### src/rtl/core/sbfc_pkg.sv
`timescale 1ns / 1ps

package sbfc_pkg;

   localparam logic [7:0] START_BYTE  = 8'hFF;
   localparam logic [7:0] CRC_POLY    = 8'h31;
   localparam logic [7:0] CRC_INIT    = 8'hFF;
   localparam int         PAYLOAD_LEN = 4;
   localparam int         PAY_IDX_W   = $clog2(PAYLOAD_LEN);

   typedef enum logic [2:0] {
      PH_IDLE  = 3'd0,
      PH_PAY0  = 3'd1,
      PH_PAY1  = 3'd2,
      PH_PAY2  = 3'd3,
      PH_PAY3  = 3'd4,
      PH_CHECK = 3'd5
   } phase_type;

   typedef struct packed {
      logic       frame_ok;
      logic [7:0] blue_distance;
      logic [8:0] blue_angle;
      logic [7:0] yellow_distance;
      logic [8:0] yellow_angle;
   } result_type;

   // CRC-8, MSB first, one byte absorbed
   function automatic logic [7:0] crc8_absorb(logic [7:0] acc, logic [7:0] data);
      logic [7:0] v;
      v = acc ^ data;
      for (int k = 0; k < 8; k++) begin
         if (v[7]) begin
            v = {v[6:0], 1'b0} ^ CRC_POLY;
         end else begin
            v = {v[6:0], 1'b0};
         end
      end
      return v;
   endfunction

endpackage

### src/rtl/core/sbfc_frame.sv
`timescale 1ns / 1ps

module sbfc_frame
   import sbfc_pkg::*;
(
   input  logic       clock,
   input  logic       reset,
   input  logic       step,
   input  logic [7:0] rx_byte,
   output logic       emit,
   output result_type result
);

   phase_type        state_ff, state_in;
   logic [7:0]       crc_ff, crc_in;
   logic [7:0]       payload_ff [PAYLOAD_LEN];
   logic             pay_we;
   logic [PAY_IDX_W-1:0] pay_idx;
   logic [7:0]       held_bd_ff, held_bd_in;
   logic [8:0]       held_ba_ff, held_ba_in;
   logic [7:0]       held_yd_ff, held_yd_in;
   logic [8:0]       held_ya_ff, held_ya_in;
   logic             ok;
   logic             hold_we;

   assign emit    = (state_ff == PH_CHECK);
   assign ok      = (rx_byte == crc_ff);
   assign hold_we = step && emit && ok;

   always_ff @(posedge clock) begin
      if (reset) begin
         state_ff   <= PH_IDLE;
         crc_ff     <= CRC_INIT;
         held_bd_ff <= '0;
         held_ba_ff <= '0;
         held_yd_ff <= '0;
         held_ya_ff <= '0;
      end else begin
         state_ff   <= state_in;
         crc_ff     <= crc_in;
         held_bd_ff <= held_bd_in;
         held_ba_ff <= held_ba_in;
         held_yd_ff <= held_yd_in;
         held_ya_ff <= held_ya_in;
      end
   end

   always_ff @(posedge clock) begin
      if (pay_we) begin
         payload_ff[pay_idx] <= rx_byte;
      end
   end

   always_comb begin
      state_in = state_ff;
      crc_in   = crc_ff;
      pay_we   = 1'b0;
      pay_idx  = '0;
      if (step) begin
         case (state_ff)
            PH_IDLE: begin
               if (rx_byte == START_BYTE) begin
                  state_in = PH_PAY0;
                  crc_in   = CRC_INIT;
               end
            end
            PH_PAY0: begin
               pay_we   = 1'b1;
               pay_idx  = PAY_IDX_W'(0);
               crc_in   = crc8_absorb(crc_ff, rx_byte);
               state_in = PH_PAY1;
            end
            PH_PAY1: begin
               pay_we   = 1'b1;
               pay_idx  = PAY_IDX_W'(1);
               crc_in   = crc8_absorb(crc_ff, rx_byte);
               state_in = PH_PAY2;
            end
            PH_PAY2: begin
               pay_we   = 1'b1;
               pay_idx  = PAY_IDX_W'(2);
               crc_in   = crc8_absorb(crc_ff, rx_byte);
               state_in = PH_PAY3;
            end
            PH_PAY3: begin
               pay_we   = 1'b1;
               pay_idx  = PAY_IDX_W'(3);
               crc_in   = crc8_absorb(crc_ff, rx_byte);
               state_in = PH_CHECK;
            end
            PH_CHECK: begin
               state_in = PH_IDLE;
               crc_in   = CRC_INIT;
            end
            default: begin
               state_in = PH_IDLE;
            end
         endcase
      end
   end

   always_comb begin
      held_bd_in = held_bd_ff;
      held_ba_in = held_ba_ff;
      held_yd_in = held_yd_ff;
      held_ya_in = held_ya_ff;
      if (hold_we) begin
         held_bd_in = payload_ff[0];
         held_ba_in = {payload_ff[1], 1'b0};
         held_yd_in = payload_ff[2];
         held_ya_in = {payload_ff[3], 1'b0};
      end
      result.frame_ok        = ok;
      result.blue_distance   = held_bd_in;
      result.blue_angle      = held_ba_in;
      result.yellow_distance = held_yd_in;
      result.yellow_angle    = held_ya_in;
   end

   a_check_returns_idle: assert property (@(posedge clock) disable iff (reset)
      step && state_ff == PH_CHECK |=> state_ff == PH_IDLE && crc_ff == CRC_INIT)
      else $error("check byte did not return frame to idle");

   a_held_only_on_match: assert property (@(posedge clock) disable iff (reset)
      !hold_we |=> $stable(held_bd_ff) && $stable(held_ba_ff)
                   && $stable(held_yd_ff) && $stable(held_ya_ff))
      else $error("held values changed without a matching check");

   a_idle_drops_noise: assert property (@(posedge clock) disable iff (reset)
      step && state_ff == PH_IDLE && rx_byte != START_BYTE |=> state_ff == PH_IDLE)
      else $error("non-start byte left idle");

   a_angle_even: assert property (@(posedge clock) disable iff (reset)
      !held_ba_ff[0] && !held_ya_ff[0])
      else $error("held angle is odd");

endmodule

### src/rtl/core/sbfc_rsp_reg.sv
`timescale 1ns / 1ps

module sbfc_rsp_reg
   import sbfc_pkg::*;
(
   input  logic       clock,
   input  logic       reset,
   input  logic       load,
   input  result_type data,
   output logic       ready,
   input  logic       rsp_stall,
   output logic       rsp_valid,
   output logic       rsp_frame_ok,
   output logic [7:0] rsp_blue_distance,
   output logic [8:0] rsp_blue_angle,
   output logic [7:0] rsp_yellow_distance,
   output logic [8:0] rsp_yellow_angle
);

   logic       vld_ff, vld_in;
   result_type data_ff;

   assign ready  = !vld_ff || !rsp_stall;
   assign vld_in = load || (vld_ff && rsp_stall);

   always_ff @(posedge clock) begin
      if (reset) begin
         vld_ff <= 1'b0;
      end else begin
         vld_ff <= vld_in;
      end
   end

   always_ff @(posedge clock) begin
      if (load) begin
         data_ff <= data;
      end
   end

   assign rsp_valid           = vld_ff;
   assign rsp_frame_ok        = data_ff.frame_ok;
   assign rsp_blue_distance   = data_ff.blue_distance;
   assign rsp_blue_angle      = data_ff.blue_angle;
   assign rsp_yellow_distance = data_ff.yellow_distance;
   assign rsp_yellow_angle    = data_ff.yellow_angle;

   a_no_overwrite: assert property (@(posedge clock) disable iff (reset)
      vld_ff && rsp_stall |-> !load)
      else $error("held item overwritten");

   a_load_sets_valid: assert property (@(posedge clock) disable iff (reset)
      load |=> vld_ff)
      else $error("loaded item not presented");

   a_drain_clears: assert property (@(posedge clock) disable iff (reset)
      vld_ff && !rsp_stall && !load |=> !vld_ff)
      else $error("taken item presented again");

endmodule

### src/rtl/core/start_byte_frame_crc8_receiver.sv
`timescale 1ns / 1ps

// channel | ports                          | direction
// req     | req_valid, req_stall, req_rx_byte | in (byte from serial link)
// rsp     | rsp_valid, rsp_stall, rsp_frame_ok, rsp_blue_distance,
//         | rsp_blue_angle, rsp_yellow_distance, rsp_yellow_angle | out
//
// One byte per cycle sustained; set by the combinational frame update between
// the input register and the result register. A check byte's item passes the
// input register and then the result register before it is presented. Synchronous
// reset clears the frame state, CRC and held values. A stalled result holds; bytes
// that yield no item keep flowing while it waits, a check byte waits behind it.

module start_byte_frame_crc8_receiver
   import sbfc_pkg::*;
(
   input  logic       clock,
   input  logic       reset,
   input  logic       req_valid,
   output logic       req_stall,
   input  logic [7:0] req_rx_byte,
   output logic       rsp_valid,
   input  logic       rsp_stall,
   output logic       rsp_frame_ok,
   output logic [7:0] rsp_blue_distance,
   output logic [8:0] rsp_blue_angle,
   output logic [7:0] rsp_yellow_distance,
   output logic [8:0] rsp_yellow_angle
);

   logic       in_vld_ff, in_vld_in;
   logic [7:0] in_byte_ff;
   logic       in_take;
   logic       advance;
   logic       emit;
   logic       rsp_ready;
   result_type result;

   assign advance   = in_vld_ff && (!emit || rsp_ready);
   assign req_stall = in_vld_ff && !advance;
   assign in_take   = req_valid && !req_stall;
   assign in_vld_in = in_take || (in_vld_ff && !advance);

   always_ff @(posedge clock) begin
      if (reset) begin
         in_vld_ff <= 1'b0;
      end else begin
         in_vld_ff <= in_vld_in;
      end
   end

   always_ff @(posedge clock) begin
      if (in_take) begin
         in_byte_ff <= req_rx_byte;
      end
   end

   sbfc_frame u_frame (
      .clock   (clock),
      .reset   (reset),
      .step    (advance),
      .rx_byte (in_byte_ff),
      .emit    (emit),
      .result  (result)
   );

   sbfc_rsp_reg u_rsp (
      .clock               (clock),
      .reset               (reset),
      .load                (advance && emit),
      .data                (result),
      .ready               (rsp_ready),
      .rsp_stall           (rsp_stall),
      .rsp_valid           (rsp_valid),
      .rsp_frame_ok        (rsp_frame_ok),
      .rsp_blue_distance   (rsp_blue_distance),
      .rsp_blue_angle      (rsp_blue_angle),
      .rsp_yellow_distance (rsp_yellow_distance),
      .rsp_yellow_angle    (rsp_yellow_angle)
   );

   a_take_needs_room: assert property (@(posedge clock) disable iff (reset)
      in_take |-> !in_vld_ff || advance)
      else $error("input register overrun");

   a_stall_holds_byte: assert property (@(posedge clock) disable iff (reset)
      in_vld_ff && !advance |=> in_vld_ff && $stable(in_byte_ff))
      else $error("waiting byte lost");

   a_item_from_check: assert property (@(posedge clock) disable iff (reset)
      advance && !emit |=> $stable(rsp_valid) || $fell(rsp_valid))
      else $error("item produced by a non-check byte");

endmodule

### config.mk
export PLATFORM = sky130hd
export DESIGN_NAME = start_byte_frame_crc8_receiver
export DESIGN_NICKNAME = d
export VERILOG_FILES = /design/src/rtl/core/sbfc_pkg.sv /design/src/rtl/core/sbfc_frame.sv /design/src/rtl/core/sbfc_rsp_reg.sv /design/src/rtl/core/start_byte_frame_crc8_receiver.sv
export SDC_FILE = /design/constraint.sdc
export NUM_CORES = 1
export LEC_CHECK = 0
export ABC_AREA = 1
export BUFFER_PORTS_ARGS = -buffer_cell sky130_fd_sc_hd__buf_2
export CAP_MARGIN = 40
export CORE_AREA = 2 2 100 102
export CTS_BUF_LIST = sky130_fd_sc_hd__clkbuf_4 sky130_fd_sc_hd__clkbuf_8 sky130_fd_sc_hd__clkbuf_16
export DETAILED_ROUTE_END_ITERATION = 8
export DIE_AREA = 0 0 102 104
export PLACE_DENSITY = 0.74
export SLEW_MARGIN = 5
export SYNTH_ARGS = -nofsm -noshare
export SYNTH_HDL_FRONTEND = slang
export SYNTH_SLANG_ARGS = --single-unit
### constraint.sdc
create_clock -name clock -period 2.85 [get_ports clock]
set_clock_uncertainty 0.15 [all_clocks]
set_input_delay 0.285 -clock clock [delete_from_list [all_inputs] [get_ports clock]]
set_output_delay 0.285 -clock clock [all_outputs]
set_load 0.01 [all_outputs]
==> metrics.md <==
| Metric | Value |
|---|---|
| Clock sink total | roughly 120 |
| Most frequent cells in the layout | inv_1 (79), edfxtp_1 (75), nand2_1 (63) |
| Initial antenna violation count | 0 |
| Tmin final | approximately 2400 ps |
| DRC | 0 |
| Slowest-stage cell, CP | edfxtp_1 |
| Combinational power share | around 2.9% |
| Max incr delay on CP | 550 ps |
| Antenna Diode Count | 0 |
| Multi-input logic area | approximately 1300 sq um |
| Post-DP HPWL | 5870 um |
| Clock Power Share | about half |
| Synth cell types | 23 |
| FF+latch area | ~3200 sq um |
| Final Hold Fails | 0 |
| TritonCTS buffer count | 17 |
| Final period util | 83.6% |
| CP Launch Type | flop |
| Most common cell after layout, fill and taps aside | inv_1 |
| P_leak | roughly 2.7 nW |
| Sequential share of power | roughly 47% |
| Mapped Area | about 4900 sq um |
| Crit. path cell count | 8 |
| Post-CTS Setup Bufs | 0 |
| FF-to-FF path depth | 8 |
| Core box area | 9550 sq um |
| WL final | ~8900 um |
| Setup_tns | 0 ps |
| FP Rows | 36 |
| Top delay family on crit path | flip-flops |
| TritonCTS clock tree | done |
| Switching Power | slightly above 800 uW |
| Area Overhead vs Synth | 21.0% |
| Outcome | completed |
| Cells after Synth | between 400 and 500 |
| Largest net degree at the start of global routing | 38 |
| Placed Area | ~5300 sq um |
| CP required | between 2000 and 3000 ps |
| Iter 0 DRT Violations | around 230 |
| Tot GR Track Use | 18.5% |
| Die area | 10600 sq um |
| Die width | just over 100 um |
| Die H | between 100 and 150 um |
| Antenna Nets Post-Route | 0 |
| Share of layout cells above drive strength 1 | between 30 and 40% |
| FILL cells | between 700 and 800 |
| Worst-Margin Slew | ~760 ps |
| Slew headroom | between 40% and 50% |
| Wire per inst | between 10 and 15 um |
| Final core utilization | between 60 and 70% |
| Max Cap Viol | 0 |
| Crit Path Max Fanout | 17 |
| Crit path DAT | roughly 2500 ps |
| CTS Root Cell | clkbuf_8 |
| Skew-Pair Late Insertion Delay | about 510 ps |
| Setup WS pre-CTS | ~510 ps |
| FF+latch count, synth | ~120 |
| Clk slew on worst S/H paths | 60 ps |
| Drt via density | 4.73 |
| Max rail drop VDD | around 0.45 mV |
| Number of synthesized flops with an enable pin | 75 |
| Power per cell area | between 600 and 700 nW/um^2 |
| Vias in the first global route | just over 3000 |
| Global placer's final weighted congestion | 0.862 |
| Maximum clock frequency | roughly 0.42 GHz |
| Hold Crit Class | input port to flop |
| Synthesis Warnings | 0 |
| Final instance area | between 5000 and 6000 sq um |
| Grt ovf | 0 |
| Post-route setup slack | around 470 ps |
| Cell-internal power | between 3 and 4 mW |
| Async set-or-reset flop fraction in the synthesized netlist | 0% |
| CP Class | flop to flop |
| Vias | roughly 3100 |
| Worst hold slack | 110 ps |
| H-tree levels | 4 |
| Total Nets Final | 527 |
| Buffers on Ports | 48 |
| Main synth FF type | edfxtp_1 |
| Final slew viol count | 0 |
| Mean Syn Cell Area | approximately 11 sq um |
| # hold bufs at CTS | 10 |
| Switching fraction of total power | about 20% |
| Net Count, Synth | 460 |
| Critical Path Most Common Cell | inv_1 |
| Sequential area share after synthesis | 65.2% |
| First-pass GRT wire length | around 15000 um |
| Initial Util | approximately 51% |
| RSZ-0062 raised after global routing | false |
| CTS resizes | 0 |
| Min-Delay Path Depth | 2 |
| CP cell instances | xor2_1 > inv_1 > nand4_1 > nor2_2 > nand2_4 > buf_4 > o21ai_0 > inv_1 |
| Clock Path Buffers | 2 |
| I/O pin count | 49 |
| First-pass DRT Iterations | 5 |
| WP buf/inv | 3 |
| Finish-stage setup viols | 0 |
| Setup crit end kind | flop |
[routing by layer]
layer / share of wire (%) / GRT usage (%) / vias up
met2: 51 / 28.7 / 102
met3: 4.9 / 5.38 / 15
li1: - / - / 1560
met1: 42 / 23.1 / 1451
met4: 2.3 / 10.0 / 0
met5: 0 / 0 / -
[cells in the mapped netlist, types with 2 or more instances]
cell / number / area [sq um]
buf_2: 3 / 15.0
clkbuf_1: 5 / 18.8
nor2_1: 16 / 60.1
inv_2: 9 / 33.8
o21ai_2: 30 / 263
nor2_2: 29 / 181
buf_6: 5 / 56.3
o21ai_0: 10 / 50.1
nand2_1: 63 / 236
a21oi_1: 13 / 65.1
edfxtp_1: 75 / 2250
xor2_1: 6 / 52.6
inv_1: 79 / 297
nand2_2: 28 / 175
dfxtp_1: 47 / 941
nand4_1: 6 / 37.5
xnor2_2: 2 / 32.5
nand3_1: 17 / 85.1
[kinds of logic (layout without fill, tap and decap cells)]
| family | after synthesis | in the layout | share of synthesized area (%) |
|---|---|---|---|
| AO/OA/AOI/OAI | 54 | 54 | 7.87 |
| XOR/XNOR | 10 | 10 | 2.25 |
| buffers and inverters | 102 | 182 | 8.73 |
| flip-flops | 122 | 122 | 65.2 |
| AND/OR/NAND/NOR | 160 | 160 | 16.0 |
[flip-flops by register name, summed over array words and instances (netlist names), 8 cells and up]
name / flops
u_frame.held_ba_ff: 9
u_frame.held_yd_ff: 8
u_rsp.rsp_yellow_angle: 9
u_frame.held_ya_ff: 9
u_frame.payload_ff: 32
u_rsp.rsp_blue_distance: 8
u_frame.crc_ff: 8
u_rsp.rsp_yellow_distance: 8
in_byte_ff: 8
u_rsp.rsp_blue_angle: 9
u_frame.held_bd_ff: 8
[final cells by class]
| type | instances | share of cell area, % |
|---|---|---|
| flip-flops and latches | 122 | 53.9 |
| multi-input cells | 224 | 21.7 |
| clock buffers | 25 | 8.42 |
| repair buffers | 62 | 6.46 |
| inverters | 88 | 5.57 |
| well taps | 133 | 2.81 |
| clock inverters | 7 | 1.14 |
[per-stage QoR]
stage / cells / total power, mW
final: 661 / 4.02
after global routing: 661 / 4.14
after CTS: 661 / 4.04
after detailed placement: 619 / 2.04
after global placement: 619 / 2.05
after floorplan: 448 / 2.00
[final timing paths]
kind                                                  startpoint                             endpoint  slack (ps)
worst max-delay path                     in_byte_ff[5]$_DFFE_PP_  u_rsp.rsp_yellow_angle[7]$_DFFE_PP_         470
worst min-delay path                                       reset     u_frame.held_ba_ff[3]$_SDFF_PP0_         110
worst max register to register           in_byte_ff[5]$_DFFE_PP_  u_rsp.rsp_yellow_angle[7]$_DFFE_PP_         470
worst min register to register  u_frame.held_ya_ff[0]$_SDFF_PP0_     u_frame.held_ya_ff[0]$_SDFF_PP0_         300
[power groups by stage]
stage | Clock, mW | Combinational (mW) | Sequential (mW)
finish | 2.00 | 0.115 | 1.91
global route | 2.11 | 0.129 | 1.91
CTS | 2.03 | 0.114 | 1.90
detailed placement | 0 | 0.103 | 1.94
global placement | 0 | 0.109 | 1.94
floorplan | 0 | 0.0742 | 1.93
Note: power is estimated with default switching activity, not from simulation.
